### config.mk
export PLATFORM = sky130hd
export DESIGN_NAME = fp_reciprocal_estimate_unit_top
export DESIGN_NICKNAME = d
export VERILOG_FILES = /design/src/rtl/fpre_pkg.sv /design/src/rtl/fpre_decode.sv /design/src/rtl/fpre_lookup.sv /design/src/rtl/fpre_mul.sv /design/src/rtl/fpre_pack.sv /design/src/rtl/fp_reciprocal_estimate_unit_top.sv
export SDC_FILE = /design/constraint.sdc
export NUM_CORES = 1
export LEC_CHECK = 0
export CORE_UTILIZATION = 30
export DETAILED_ROUTE_END_ITERATION = 6
export DONT_BUFFER_PORTS = 1
export PLACE_DENSITY = 0.54
export REMOVE_ABC_BUFFERS = 1
export SYNTH_ARGS = -nofsm -noshare
export SYNTH_HDL_FRONTEND = slang
export SYNTH_SLANG_ARGS = --single-unit
export TNS_END_PERCENT = 10
### constraint.sdc
create_clock -name clk_i -period 4.86 [get_ports clk_i]
set_input_delay 0 -clock clk_i [delete_from_list [all_inputs] [get_ports clk_i]]
set_output_delay 0 -clock clk_i [all_outputs]
set_load 0.005 [all_outputs]
### src/rtl/fpre_pkg.sv
// ----------------------------------------------------------------------------
// fpre_pkg
// Shared types, constants and estimate ROMs for the fp reciprocal estimate unit
// ----------------------------------------------------------------------------
`default_nettype none

package fpre_pkg;

  typedef enum logic {
    CMD_RSQRT = 1'b0,
    CMD_RECIP = 1'b1
  } cmd_e;

  localparam logic [63:0] DEFAULT_NAN = 64'h7FF8_0000_0000_0000;
  localparam logic [63:0] BIG_SINGLE  = 64'h47EF_FFFF_E000_0000;
  localparam logic [63:0] QUIET_BIT   = 64'h0008_0000_0000_0000;
  localparam logic [10:0] EXP_MAX     = 11'h7FF;
  localparam logic [10:0] RCP_EXP_LO  = 11'd895;
  localparam logic [10:0] RCP_EXP_HI  = 11'd1149;
  localparam logic [10:0] RCP_EXP_OFS = 11'h7FD;
  localparam logic [12:0] RSQ_EXP_OFS = 13'hBFC;

  typedef struct packed {
    logic [25:0]        base;
    logic signed [11:0] slope;
  } rom_pair_t;

  // stage 1 -> stage 2
  typedef struct packed {
    logic        cmd;
    logic        sign;
    logic [10:0] exp;
    logic [51:0] mant;
    logic [5:0]  lzc;
    logic        special;
    logic [63:0] spec_res;
  } s1_t;

  // stage 2 -> stage 3
  typedef struct packed {
    logic               cmd;
    logic               sign;
    logic [10:0]        exp;
    logic [25:0]        base;
    logic signed [11:0] slope;
    logic [10:0]        rem;
    logic               special;
    logic [63:0]        spec_res;
  } s2_t;

  // stage 3 -> stage 4
  typedef struct packed {
    logic               cmd;
    logic               sign;
    logic [10:0]        exp;
    logic [25:0]        base;
    logic signed [23:0] prod;
    logic               special;
    logic [63:0]        spec_res;
  } s3_t;

  function automatic rom_pair_t rsq_rom(input logic [4:0] idx);
    rom_pair_t r;
    case (idx)
      5'd0:  r = '{26'h1a7e800, -12'sh568};
      5'd1:  r = '{26'h17cb800, -12'sh4f3};
      5'd2:  r = '{26'h1552800, -12'sh48d};
      5'd3:  r = '{26'h130c000, -12'sh435};
      5'd4:  r = '{26'h10f2000, -12'sh3e7};
      5'd5:  r = '{26'h0eff000, -12'sh3a2};
      5'd6:  r = '{26'h0d2e000, -12'sh365};
      5'd7:  r = '{26'h0b7c000, -12'sh32e};
      5'd8:  r = '{26'h09e5000, -12'sh2fc};
      5'd9:  r = '{26'h0867000, -12'sh2d0};
      5'd10: r = '{26'h06ff000, -12'sh2a8};
      5'd11: r = '{26'h05ab800, -12'sh283};
      5'd12: r = '{26'h046a000, -12'sh261};
      5'd13: r = '{26'h0339800, -12'sh243};
      5'd14: r = '{26'h0218800, -12'sh226};
      5'd15: r = '{26'h0105800, -12'sh20b};
      5'd16: r = '{26'h3ffa000, -12'sh7a4};
      5'd17: r = '{26'h3c29000, -12'sh700};
      5'd18: r = '{26'h38aa000, -12'sh670};
      5'd19: r = '{26'h3572000, -12'sh5f2};
      5'd20: r = '{26'h3279000, -12'sh584};
      5'd21: r = '{26'h2fb7000, -12'sh524};
      5'd22: r = '{26'h2d26000, -12'sh4cc};
      5'd23: r = '{26'h2ac0000, -12'sh47e};
      5'd24: r = '{26'h2881000, -12'sh43a};
      5'd25: r = '{26'h2665000, -12'sh3fa};
      5'd26: r = '{26'h2468000, -12'sh3c2};
      5'd27: r = '{26'h2287000, -12'sh38e};
      5'd28: r = '{26'h20c1000, -12'sh35e};
      5'd29: r = '{26'h1f12000, -12'sh332};
      5'd30: r = '{26'h1d79000, -12'sh30a};
      default: r = '{26'h1bf4000, -12'sh2e6};
    endcase
    return r;
  endfunction

  function automatic rom_pair_t rcp_rom(input logic [4:0] idx);
    rom_pair_t r;
    case (idx)
      5'd0:  r = '{26'h7ff800, 12'sh3e1};
      5'd1:  r = '{26'h783800, 12'sh3a7};
      5'd2:  r = '{26'h70ea00, 12'sh371};
      5'd3:  r = '{26'h6a0800, 12'sh340};
      5'd4:  r = '{26'h638800, 12'sh313};
      5'd5:  r = '{26'h5d6200, 12'sh2ea};
      5'd6:  r = '{26'h579000, 12'sh2c4};
      5'd7:  r = '{26'h520800, 12'sh2a0};
      5'd8:  r = '{26'h4cc800, 12'sh27f};
      5'd9:  r = '{26'h47ca00, 12'sh261};
      5'd10: r = '{26'h430800, 12'sh245};
      5'd11: r = '{26'h3e8000, 12'sh22a};
      5'd12: r = '{26'h3a2c00, 12'sh212};
      5'd13: r = '{26'h360800, 12'sh1fb};
      5'd14: r = '{26'h321400, 12'sh1e5};
      5'd15: r = '{26'h2e4a00, 12'sh1d1};
      5'd16: r = '{26'h2aa800, 12'sh1be};
      5'd17: r = '{26'h272c00, 12'sh1ac};
      5'd18: r = '{26'h23d600, 12'sh19b};
      5'd19: r = '{26'h209e00, 12'sh18b};
      5'd20: r = '{26'h1d8800, 12'sh17c};
      5'd21: r = '{26'h1a9000, 12'sh16e};
      5'd22: r = '{26'h17ae00, 12'sh15b};
      5'd23: r = '{26'h14f800, 12'sh15b};
      5'd24: r = '{26'h124400, 12'sh143};
      5'd25: r = '{26'h0fbe00, 12'sh143};
      5'd26: r = '{26'h0d3800, 12'sh12d};
      5'd27: r = '{26'h0ade00, 12'sh12d};
      5'd28: r = '{26'h088400, 12'sh11a};
      5'd29: r = '{26'h065000, 12'sh11a};
      5'd30: r = '{26'h041c00, 12'sh108};
      default: r = '{26'h020c00, 12'sh106};
    endcase
    return r;
  endfunction

endpackage

`default_nettype wire

### src/rtl/fpre_decode.sv
// ----------------------------------------------------------------------------
// fpre_decode
// Stage 1: special operand decode and leading zero count of the mantissa
// ----------------------------------------------------------------------------
`default_nettype none

module fpre_decode (
  input  wire logic         clk_i,
  input  wire logic         rst_ni,
  input  wire logic         valid_i,
  output logic              ready_o,
  input  wire logic         cmd_i,
  input  wire logic [63:0]  operand_bits_i,
  output logic              valid_o,
  input  wire logic         ready_i,
  output fpre_pkg::s1_t     data_o
);
  import fpre_pkg::*;

  logic        valid_q;
  s1_t         data_q, data_d;
  logic        adv;
  logic        sign;
  logic [10:0] exp;
  logic [51:0] mant;
  logic        is_zero, is_inf, is_nan;

  assign adv     = !valid_q || ready_i;
  assign ready_o = adv;
  assign valid_o = valid_q;
  assign data_o  = data_q;

  assign sign = operand_bits_i[63];
  assign exp  = operand_bits_i[62:52];
  assign mant = operand_bits_i[51:0];

  assign is_zero = (exp == '0) && (mant == '0);
  assign is_inf  = (exp == EXP_MAX) && (mant == '0);
  assign is_nan  = (exp == EXP_MAX) && (mant != '0);

  always_comb begin
    data_d          = '0;
    data_d.cmd      = cmd_i;
    data_d.sign     = sign;
    data_d.exp      = exp;
    data_d.mant     = mant;
    data_d.special  = 1'b1;
    data_d.spec_res = '0;

    // priority encoder, lowest set bit is overridden by higher ones
    for (int i = 0; i < 52; i++) begin
      if (mant[i]) begin
        data_d.lzc = 6'(51 - i);
      end
    end

    if (is_zero) begin
      data_d.spec_res = {sign, EXP_MAX, 52'd0};
    end else if (is_nan) begin
      data_d.spec_res = operand_bits_i | QUIET_BIT;
    end else if (cmd_i == CMD_RSQRT) begin
      if (is_inf) begin
        data_d.spec_res = sign ? DEFAULT_NAN : 64'd0;
      end else if (sign) begin
        data_d.spec_res = DEFAULT_NAN;
      end else begin
        data_d.special = 1'b0;
      end
    end else begin
      if (is_inf || exp >= RCP_EXP_HI) begin
        data_d.spec_res = {sign, 63'd0};
      end else if (exp < RCP_EXP_LO) begin
        data_d.spec_res = {sign, 63'd0} | BIG_SINGLE;
      end else begin
        data_d.special = 1'b0;
      end
    end
  end

  always_ff @(posedge clk_i or negedge rst_ni) begin
    if (!rst_ni) begin
      valid_q <= 1'b0;
    end else if (adv) begin
      valid_q <= valid_i;
    end
  end

  always_ff @(posedge clk_i) begin
    if (adv && valid_i) begin
      data_q <= data_d;
    end
  end

endmodule

`default_nettype wire

### src/rtl/fpre_lookup.sv
// ----------------------------------------------------------------------------
// fpre_lookup
// Stage 2: subnormal normalize, result exponent and base/slope ROM lookup
// ----------------------------------------------------------------------------
`default_nettype none

module fpre_lookup (
  input  wire logic     clk_i,
  input  wire logic     rst_ni,
  input  wire logic     valid_i,
  output logic          ready_o,
  input  fpre_pkg::s1_t data_i,
  output logic          valid_o,
  input  wire logic     ready_i,
  output fpre_pkg::s2_t data_o
);
  import fpre_pkg::*;

  logic               valid_q;
  s2_t                data_q, data_d;
  logic               adv;
  logic [6:0]         shamt;
  logic [51:0]        mant_n;
  logic signed [12:0] e_s;
  logic [12:0]        diff;
  rom_pair_t          rom;

  assign adv     = !valid_q || ready_i;
  assign ready_o = adv;
  assign valid_o = valid_q;
  assign data_o  = data_q;

  // subnormal: shift leading one out past the top, exponent becomes -lzc
  assign shamt  = 7'(data_i.lzc) + 7'd1;
  assign mant_n = (data_i.exp == '0) ? (data_i.mant << shamt) : data_i.mant;
  assign e_s    = (data_i.exp == '0) ? -$signed({7'd0, data_i.lzc})
                                     : $signed({2'b00, data_i.exp});
  assign diff   = RSQ_EXP_OFS - 13'(e_s);

  always_comb begin
    data_d          = '0;
    data_d.cmd      = data_i.cmd;
    data_d.sign     = data_i.sign;
    data_d.special  = data_i.special;
    data_d.spec_res = data_i.spec_res;
    if (data_i.cmd == CMD_RSQRT) begin
      rom         = rsq_rom({e_s[0], mant_n[51:48]});
      data_d.exp  = diff[11:1];
      data_d.rem  = mant_n[47:37];
    end else begin
      rom         = rcp_rom(data_i.mant[51:47]);
      data_d.exp  = RCP_EXP_OFS - data_i.exp;
      data_d.rem  = {1'b0, data_i.mant[46:37]};
    end
    data_d.base  = rom.base;
    data_d.slope = rom.slope;
  end

  always_ff @(posedge clk_i or negedge rst_ni) begin
    if (!rst_ni) begin
      valid_q <= 1'b0;
    end else if (adv) begin
      valid_q <= valid_i;
    end
  end

  always_ff @(posedge clk_i) begin
    if (adv && valid_i) begin
      data_q <= data_d;
    end
  end

endmodule

`default_nettype wire

### src/rtl/fpre_mul.sv
// ----------------------------------------------------------------------------
// fpre_mul
// Stage 3: slope times remainder for the linear interpolation
// ----------------------------------------------------------------------------
`default_nettype none

module fpre_mul (
  input  wire logic     clk_i,
  input  wire logic     rst_ni,
  input  wire logic     valid_i,
  output logic          ready_o,
  input  fpre_pkg::s2_t data_i,
  output logic          valid_o,
  input  wire logic     ready_i,
  output fpre_pkg::s3_t data_o
);
  import fpre_pkg::*;

  logic valid_q;
  s3_t  data_q, data_d;
  logic adv;

  assign adv     = !valid_q || ready_i;
  assign ready_o = adv;
  assign valid_o = valid_q;
  assign data_o  = data_q;

  always_comb begin
    data_d.cmd      = data_i.cmd;
    data_d.sign     = data_i.sign;
    data_d.exp      = data_i.exp;
    data_d.base     = data_i.base;
    data_d.special  = data_i.special;
    data_d.spec_res = data_i.spec_res;
    data_d.prod     = 24'(data_i.slope * $signed({1'b0, data_i.rem}));
  end

  always_ff @(posedge clk_i or negedge rst_ni) begin
    if (!rst_ni) begin
      valid_q <= 1'b0;
    end else if (adv) begin
      valid_q <= valid_i;
    end
  end

  always_ff @(posedge clk_i) begin
    if (adv && valid_i) begin
      data_q <= data_d;
    end
  end

endmodule

`default_nettype wire

### src/rtl/fpre_pack.sv
// ----------------------------------------------------------------------------
// fpre_pack
// Stage 4: interpolation add and result assembly into the output register
// ----------------------------------------------------------------------------
`default_nettype none

module fpre_pack (
  input  wire logic        clk_i,
  input  wire logic        rst_ni,
  input  wire logic        valid_i,
  output logic             ready_o,
  input  fpre_pkg::s3_t    data_i,
  output logic             valid_o,
  input  wire logic        ready_i,
  output logic [63:0]      result_o
);
  import fpre_pkg::*;

  logic        valid_q;
  logic [63:0] result_q, result_d;
  logic        adv;
  logic [25:0] prod_ext;
  logic [25:0] half;
  logic [25:0] val;

  assign adv      = !valid_q || ready_i;
  assign ready_o  = adv;
  assign valid_o  = valid_q;
  assign result_o = result_q;

  // only the low mantissa bits survive, so modular 26-bit math is enough
  assign prod_ext = 26'($signed(data_i.prod));
  assign half     = (prod_ext + 26'd1) >> 1;

  always_comb begin
    if (data_i.cmd == CMD_RSQRT) begin
      val      = data_i.base + prod_ext;
      result_d = {1'b0, data_i.exp, val, 26'd0};
    end else begin
      val      = data_i.base - half;
      result_d = {data_i.sign, data_i.exp, val[22:0], 29'd0};
    end
    if (data_i.special) begin
      result_d = data_i.spec_res;
    end
  end

  always_ff @(posedge clk_i or negedge rst_ni) begin
    if (!rst_ni) begin
      valid_q <= 1'b0;
    end else if (adv) begin
      valid_q <= valid_i;
    end
  end

  always_ff @(posedge clk_i) begin
    if (adv && valid_i) begin
      result_q <= result_d;
    end
  end

endmodule

`default_nettype wire

### src/rtl/fp_reciprocal_estimate_unit_top.sv
// path: request accept, then decode, lookup, mul and pack registers, then result valid
// throughput: one request per cycle without output stall; four stages, no shared unit
// each stage holds its item while the next one is full; nothing is dropped or repeated
// reset: asynchronous, clears only the stage valid bits; data registers are not reset
// ----------------------------------------------------------------------------
// fp_reciprocal_estimate_unit_top
// Double precision reciprocal and reciprocal square root estimate pipeline
// ----------------------------------------------------------------------------
`default_nettype none

module fp_reciprocal_estimate_unit_top (
  input  wire logic        clk_i,
  input  wire logic        rst_ni,
  input  wire logic        in_valid_i,
  output logic             in_ready_o,
  input  wire logic        cmd_i,
  input  wire logic [63:0] operand_bits_i,
  output logic             out_valid_o,
  input  wire logic        out_ready_i,
  output logic [63:0]      result_bits_o
);
  import fpre_pkg::*;

  logic s1_valid, s1_ready;
  logic s2_valid, s2_ready;
  logic s3_valid, s3_ready;
  s1_t  s1_data;
  s2_t  s2_data;
  s3_t  s3_data;

  fpre_decode u_decode (
    .clk_i          (clk_i),
    .rst_ni         (rst_ni),
    .valid_i        (in_valid_i),
    .ready_o        (in_ready_o),
    .cmd_i          (cmd_i),
    .operand_bits_i (operand_bits_i),
    .valid_o        (s1_valid),
    .ready_i        (s1_ready),
    .data_o         (s1_data)
  );

  fpre_lookup u_lookup (
    .clk_i   (clk_i),
    .rst_ni  (rst_ni),
    .valid_i (s1_valid),
    .ready_o (s1_ready),
    .data_i  (s1_data),
    .valid_o (s2_valid),
    .ready_i (s2_ready),
    .data_o  (s2_data)
  );

  fpre_mul u_mul (
    .clk_i   (clk_i),
    .rst_ni  (rst_ni),
    .valid_i (s2_valid),
    .ready_o (s2_ready),
    .data_i  (s2_data),
    .valid_o (s3_valid),
    .ready_i (s3_ready),
    .data_o  (s3_data)
  );

  fpre_pack u_pack (
    .clk_i    (clk_i),
    .rst_ni   (rst_ni),
    .valid_i  (s3_valid),
    .ready_o  (s3_ready),
    .data_i   (s3_data),
    .valid_o  (out_valid_o),
    .ready_i  (out_ready_i),
    .result_o (result_bits_o)
  );

endmodule

`default_nettype wire

# [Word level (Yosys, flattened, before mapping)]
# Memories as Yosys holds them, arrays and structs flattened. A register that Yosys moved wholly into a read port is not among the register bits.
# Cells that the tools add are included.
[totals] output_inout_bits=66 n_memories=2 register_bits=459 romBits=1600
[memory_table] memory="(no name shown)" words=32 word_bits=26 rd=1 rd_clocked_by_memory_dff=0 wr=0 line="fpre_pkg.sv:64" source="case (idx)"
[memory_table] memory="(no name shown)" words=32 word_bits=24 rd=1 rd_clocked_by_memory_dff=1 wr=0 line="fpre_pkg.sv:103" source="case (idx)"
[op_classes] muxes=69 n_mul=1 n_lt_le_gt_ge=2 n_shift=1 n_eq_ne=1 n_addsub=7 n_reduce_logical=26
[op_table] operator="64-bit 2-to-1 mux" n=6
[op_table] operator="6-bit 2-to-1 mux" n=20
[op_table] operator="5-bit 2-to-1 mux" n=17
[op_table] operator="65-bit 2-to-1 mux" n=1
[op_table] operator="63-bit 2-to-1 mux" n=1
[op_table] operator="52-bit zero test" n=1
[op_table] operator="52-bit 2-to-1 mux" n=1
[op_table] operator="52-bit nonzero test" n=1
[op_table] operator="52-bit by 7-bit left shift with 52-bit output" n=1
[op_table] operator="38-bit 2-to-1 mux" n=1
[op_table] operator="4-bit 2-to-1 mux" n=8
[op_table] operator="32-bit OR reduction" n=1
[op_table] operator="26-bit adder" n=1
[op_table] operator="24-bit by 2-bit adder with 24-bit output, second input constant" n=1
[op_table] operator="12-bit by 12-bit multiplier with 24-bit output" n=1
[op_table] operator="23-bit subtractor" n=1
[op_table] operator="11-bit zero test" n=2
[op_table] operator="16-bit OR reduction" n=1
[op_table] operator="12-bit 2-to-1 mux" n=1
[op_table] operator="3-bit 2-to-1 mux" n=4
[op_table] operator="6-bit negator with 12-bit output" n=1
[op_table] operator="12-bit subtractor, first input constant" n=1
[op_table] operator="11-bit == test, second input constant" n=1
[op_table] operator="11-bit greater-or-equal comparator, second input constant" n=1
[op_table] operator="13 further kinds" n=32

# [Depth between registers and ports, before layout]
[depth] word_depth=51 depth_mapped=25 depth_no_buf=22

# [By module]
# From an unflattened synthesis, not the netlist that was laid out.
[unflattened] cells_unflattened=2706 hier_area_um2=29942.5
[modules_own_cells] mod="fpre_lookup" area_per_inst_um2=9648.0 n_inst=1 cells_per_inst=989
[modules_own_cells] mod="fpre_mul" area_per_inst_um2=9258.9 n_inst=1 cells_per_inst=763
[modules_own_cells] mod="fpre_pack" area_per_inst_um2=5585.4 n_inst=1 cells_per_inst=594
[modules_own_cells] mod="fpre_decode" area_per_inst_um2=5450.2 n_inst=1 cells_per_inst=360

# [Worst setup path after synthesis]
# No wires, ideal clock.
[synth_timing] kind="reg2reg" from="reg u_lookup.data_q, in the netlist u_lookup.data_o[68]" to="reg u_mul.data_q, in the netlist u_mul.data_o[88], data pin" required_ns=4.595 path_slack_ns=-0.421 synth_period_minus_slack_ns=5.281 t_arrival_ns=5.015 stages_incl_launch_ff=21 setup_time_ns=0.265 path_cell_list="edfxtp_1 clkbuf_1 nand2_1 fa_1 fa_1 inv_1 fa_1 inv_1 fa_1 inv_1 fa_1 ha_1 a21o_1 a21oi_1 o211ai_1 a31o_2 a21o_1 nand2_1 a21oi_1 a221oi_1 xnor2_1"
[synth_lines] item="start: declaration" line="fpre_lookup.sv:20" source="s2_t data_q, data_d;"
[synth_lines] item="start signal: assignment" line="fpre_lookup.sv:69" source="data_q <= data_d;"
[synth_lines] item="end signal: assignment" line="fpre_mul.sv:48" source="data_q <= data_d;"
[synth_lines] item="end: declaration" line="fpre_mul.sv:20" source="s3_t data_q, data_d;"

==> results.py <==
metrics = {
    "status": {
        "outcome": "finished with violations",
        "failing_checks": "setup timing",
    },
    "sta": {
        "postLayoutSetupSlackWorst_ns": -0.2346,
        "finalWorstPathRequiredPeriod_ns": 5.095,
        "max_freq_mhz": 196.3,
        "slew_viol_final": 0,
        "max-slew-margin-rel": 0.2131,
        "final-setup-viol-count": 5,
        "timing.final.crit_share": 1.048,
        "clk_skew_ns": 0.01828,
        "finalHoldWorstSlack_ns": 0.04617,
        "rsz0062_at_grt": "true",
        "finalHoldViolations": 0,
        "worstMarginPinSlew_ns": 1.176,
    },
    "critical_path": {
        "critical_path.reg2reg.startpoint": "u_lookup.data_o[73]$_DFFE_PP_",
        "critical_path_class": "flip-flop to flip-flop",
        "cpLargestDelayFamily": "adder cells",
        "critical_path.slowest_cell": "fa_1",
        "arrival_ns": 5.45,
        "critPathLaunch": "u_lookup.data_o[73]$_DFFE_PP_",
        "path_buf_inv": 3,
        "timing.critical_path.fanout_max": 4,
        "startpoint_type": "flip-flop",
        "cp_common_cell": "fa_1",
        "cp_data_required_time_ns": 5.22,
        "timing.critical_path.cells": "nand2_1, fa_1, fa_1, inv_2, fa_1, inv_1, fa_1, inv_1, fa_1, ha_1, a21o_1, a21oi_2, o211ai_1, a31o_2, a21o_1, nand2_2, a21oi_4, a221oi_2, xnor2_1",
        "critPathCaptureType": "flip-flop",
        "worst_path_largest_cell_delay_ns": 0.54,
    },
    "cts": {
        "h_tree_level_count": 2,
        "tritoncts.num_buffers": 52,
        "clock_sink_count": 465,
        "insertion_delay_ns": 0.61,
        "clk_pin_slew_ns": 0.07,
        "root_buffer": "clkbuf_16",
        "cts_buffer_depth": 3,
        "clock_tree_from_tritoncts": "built",
    },
    "finish": {
        "final_common_cell": "edfxtp_1",
        "areaGrowthSynthToFinish_pct": 17.51,
        "design.final.nets": 3013,
        "final_cell_mix": "edfxtp_1, nand2_1, inv_1",
        "layoutNonFillerInstCount": 4019,
        "final_layout_size_suffix_gt1_frac": 0.1433,
    },
    "route": {
        "ant_nets": 0,
        "avgViaCountPerCell": 4.981,
        "drtIter0Drc": 1334,
        "drt-wirelength-per-cell_um": 19.94,
        "drtPass1Iterations": 5,
        "routed_wirelength_um": 80130,
        "dr_total_vias": 20020,
        "route.detailed.drc": 0,
    },
    "power": {
        "max-vdd-ir-drop_mv": 0.6008,
        "power_per_cell_area_mw_per_mm2": 653.7,
        "power.total_mw": 22.04,
        "static-leakage-power_nw": 12.88,
    },
    "grt": {
        "grt.overflow.total": 0,
        "gr-usage-all-layers": 0.1641,
        "maximum_number_of_pins_on_one_net_before_global_route_repair": 126,
        "grt_first_pass_wirelength_um": 122800,
        "antenna_found_initial": 6,
        "first_global_vias": 19930,
    },
    "synth": {
        "number_of_warning_messages_in_the_yosys_log": 0,
        "synth-seq-area-share": 0.4777,
        "number_of_flops_mapped_to_enable_cells_by_yosys": 437,
        "syn_area_per_cell_um2": 11.27,
        "synth_async_sr_flop_share": 0.008602,
        "synth.lib_cells_used.distinct": 85,
        "synth_area_mm2": 0.02869,
        "yosys_most_used_dff": "edfxtp_1",
        "synth_cells": 2545,
        "register_bit_count_reported_by_yosys": 465,
    },
    "hold_path": {
        "min-delay-start": "operand_bits_i[22]",
        "path_class_of_the_lowest_slack_min_delay_path": "input port to flip-flop",
    },
    "place": {
        "io_buffer_count": 0,
        "gp_routability_congestion": 0.9249,
        "place.detailed.hpwl_um": 57510,
        "dp.cells": 3839,
    },
    "floorplanning": {
        "design.portCount": 135,
        "die_x_um": 311.2,
        "fp.dieH_um": 311.2,
        "row_count": 113,
        "start_util": 0.3024,
        "floorplan.die_area_mm2": 0.09686,
        "coreArea_mm2": 0.09487,
    },
    "job": {
        "cap_violations": 0,
    },
}
power breakdown:
group | switching (mW) | internal (mW) | leakage, nW
combinational | 6.15 | 5.93 | 7.52
sequential | 0.424 | 5.55 | 4.54
clock | 1.70 | 2.28 | 0.815
total | 8.28 | 13.8 | 12.9
layer usage:
metal | part of all wire | track usage
met1 | 0.47 | 0.2360
met2 | 0.44 | 0.2500
met3 | 0.070 | 0.03492
met4 | 0.020 | 0.04109
met5 | 0.00026 | 0
registers in the layout, summed over array words and instances (netlist names), named ones only:
signal,cells
u_mul.valid_o,1
u_pack.valid_o,1
u_decode.data_o,136
u_decode.valid_o,1
u_mul.data_o,119
u_lookup.data_o,118
u_pack.result_o,64
u_lookup.valid_o,1
synth_stat cells, types with 8 or more instances:
library cell | n | area (um^2)
nand2b_1 | 20 | 125.1
nand2_1 | 270 | 1013
o21ai_0 | 128 | 640.6
mux2i_1 | 49 | 490.5
edfxtp_1 | 437 | 13120
nor2_1 | 137 | 514.2
or4_1 | 8 | 60.06
a21o_1 | 14 | 105.1
fa_1 | 126 | 2522
a22o_1 | 8 | 70.07
o21a_1 | 27 | 202.7
nor3_1 | 42 | 210.2
dfxtp_1 | 24 | 480.5
buf_2 | 20 | 100.1
mux2_2 | 44 | 495.5
a21oi_1 | 145 | 725.7
mux4_2 | 36 | 810.8
o22ai_1 | 14 | 87.58
a31oi_1 | 19 | 118.9
a211oi_1 | 35 | 262.8
o21ai_1 | 13 | 65.06
clkbuf_1 | 90 | 337.8
buf_6 | 8 | 90.09
nand3_1 | 48 | 240.2
and3_1 | 18 | 112.6
o31ai_1 | 13 | 97.59
nor4_1 | 21 | 131.4
or2_2 | 10 | 62.56
xnor2_1 | 62 | 543.0
xor2_1 | 40 | 350.3
buf_1 | 10 | 37.54
or3_1 | 8 | 50.05
ha_1 | 113 | 1414
inv_1 | 193 | 724.4
o211ai_1 | 19 | 142.6
nor2b_1 | 11 | 68.82
and2_1 | 136 | 850.8
a22oi_1 | 8 | 60.06
final cells by class:
cell class,instances,area [um^2]
antenna,5,12.51
clock buffer,60,1353
clock inverter,38,349.1
fill,9304,61160
inverter,195,737.0
multi-input combinational,1751,13830
sequential,465,13700
tap,1265,1583
timing repair buffer,240,2142
tightest hold or removal path, stage by stage:
cell	delay (ns)
nor2_1	0.07
a211oi_1	0.07
nor3_1	0.14
o31ai_1	0.11
a21oi_1	0.13
path summary, 6_finish.rpt:
path / end / slack (ns) / depth (start not counted)
min in group asynchronous: u_pack.valid_o$_DFFE_PN0P_ / 0.20 / 2
max in group asynchronous: u_lookup.valid_o$_DFFE_PN0P_ / 4.49 / 2
setup / recovery: u_mul.data_o[88]$_DFFE_PP_ / -0.23 / 19
hold / removal: u_decode.data_o[66]$_SDFFCE_PP0P_ / 0.05 / 5
hold reg to reg: u_lookup.data_o[27]$_DFFE_PP_ / 0.41 / 0
setup reg to reg: u_mul.data_o[88]$_DFFE_PP_ / -0.23 / 19
stage by stage:
stage	TNS (ns)	setup slack (ns)	util	area, um^2
after CTS	-0.7068	-0.2507	0.3548	33660
after floorplan	-53.84	-2.146	-	28080
after global routing	-2.181	-0.4671	0.3552	33700
final	-0.6226	-0.2346	0.3553	33710
after global placement	-2.390	-0.4766	0.3278	31100
after detailed placement	-2.832	-0.5334	0.3278	31100
cells by family after synthesis:
| logic type | after synthesis | synth area share |
|---|---|---|
| and+or+nand+nor | 760 | 0.1283 |
| AOI/OAI and AO/OA | 519 | 0.1154 |
| DFF | 465 | 0.4777 |
| buffers and inverters | 329 | 0.04671 |
| adders and majority gates | 239 | 0.1372 |
| muxes | 130 | 0.06302 |
| xor gates and xnor gates | 103 | 0.03171 |
what timing repair did:
action	4_1_cts	5_1_grt
hold buffers	70	0
pin swaps	25	9
endpoints found under the setup margin	9	9
gates resized for setup	23	10
endpoints found under the hold margin	176	0
setup buffers	7	0
Power figures use the tool's default switching activity.
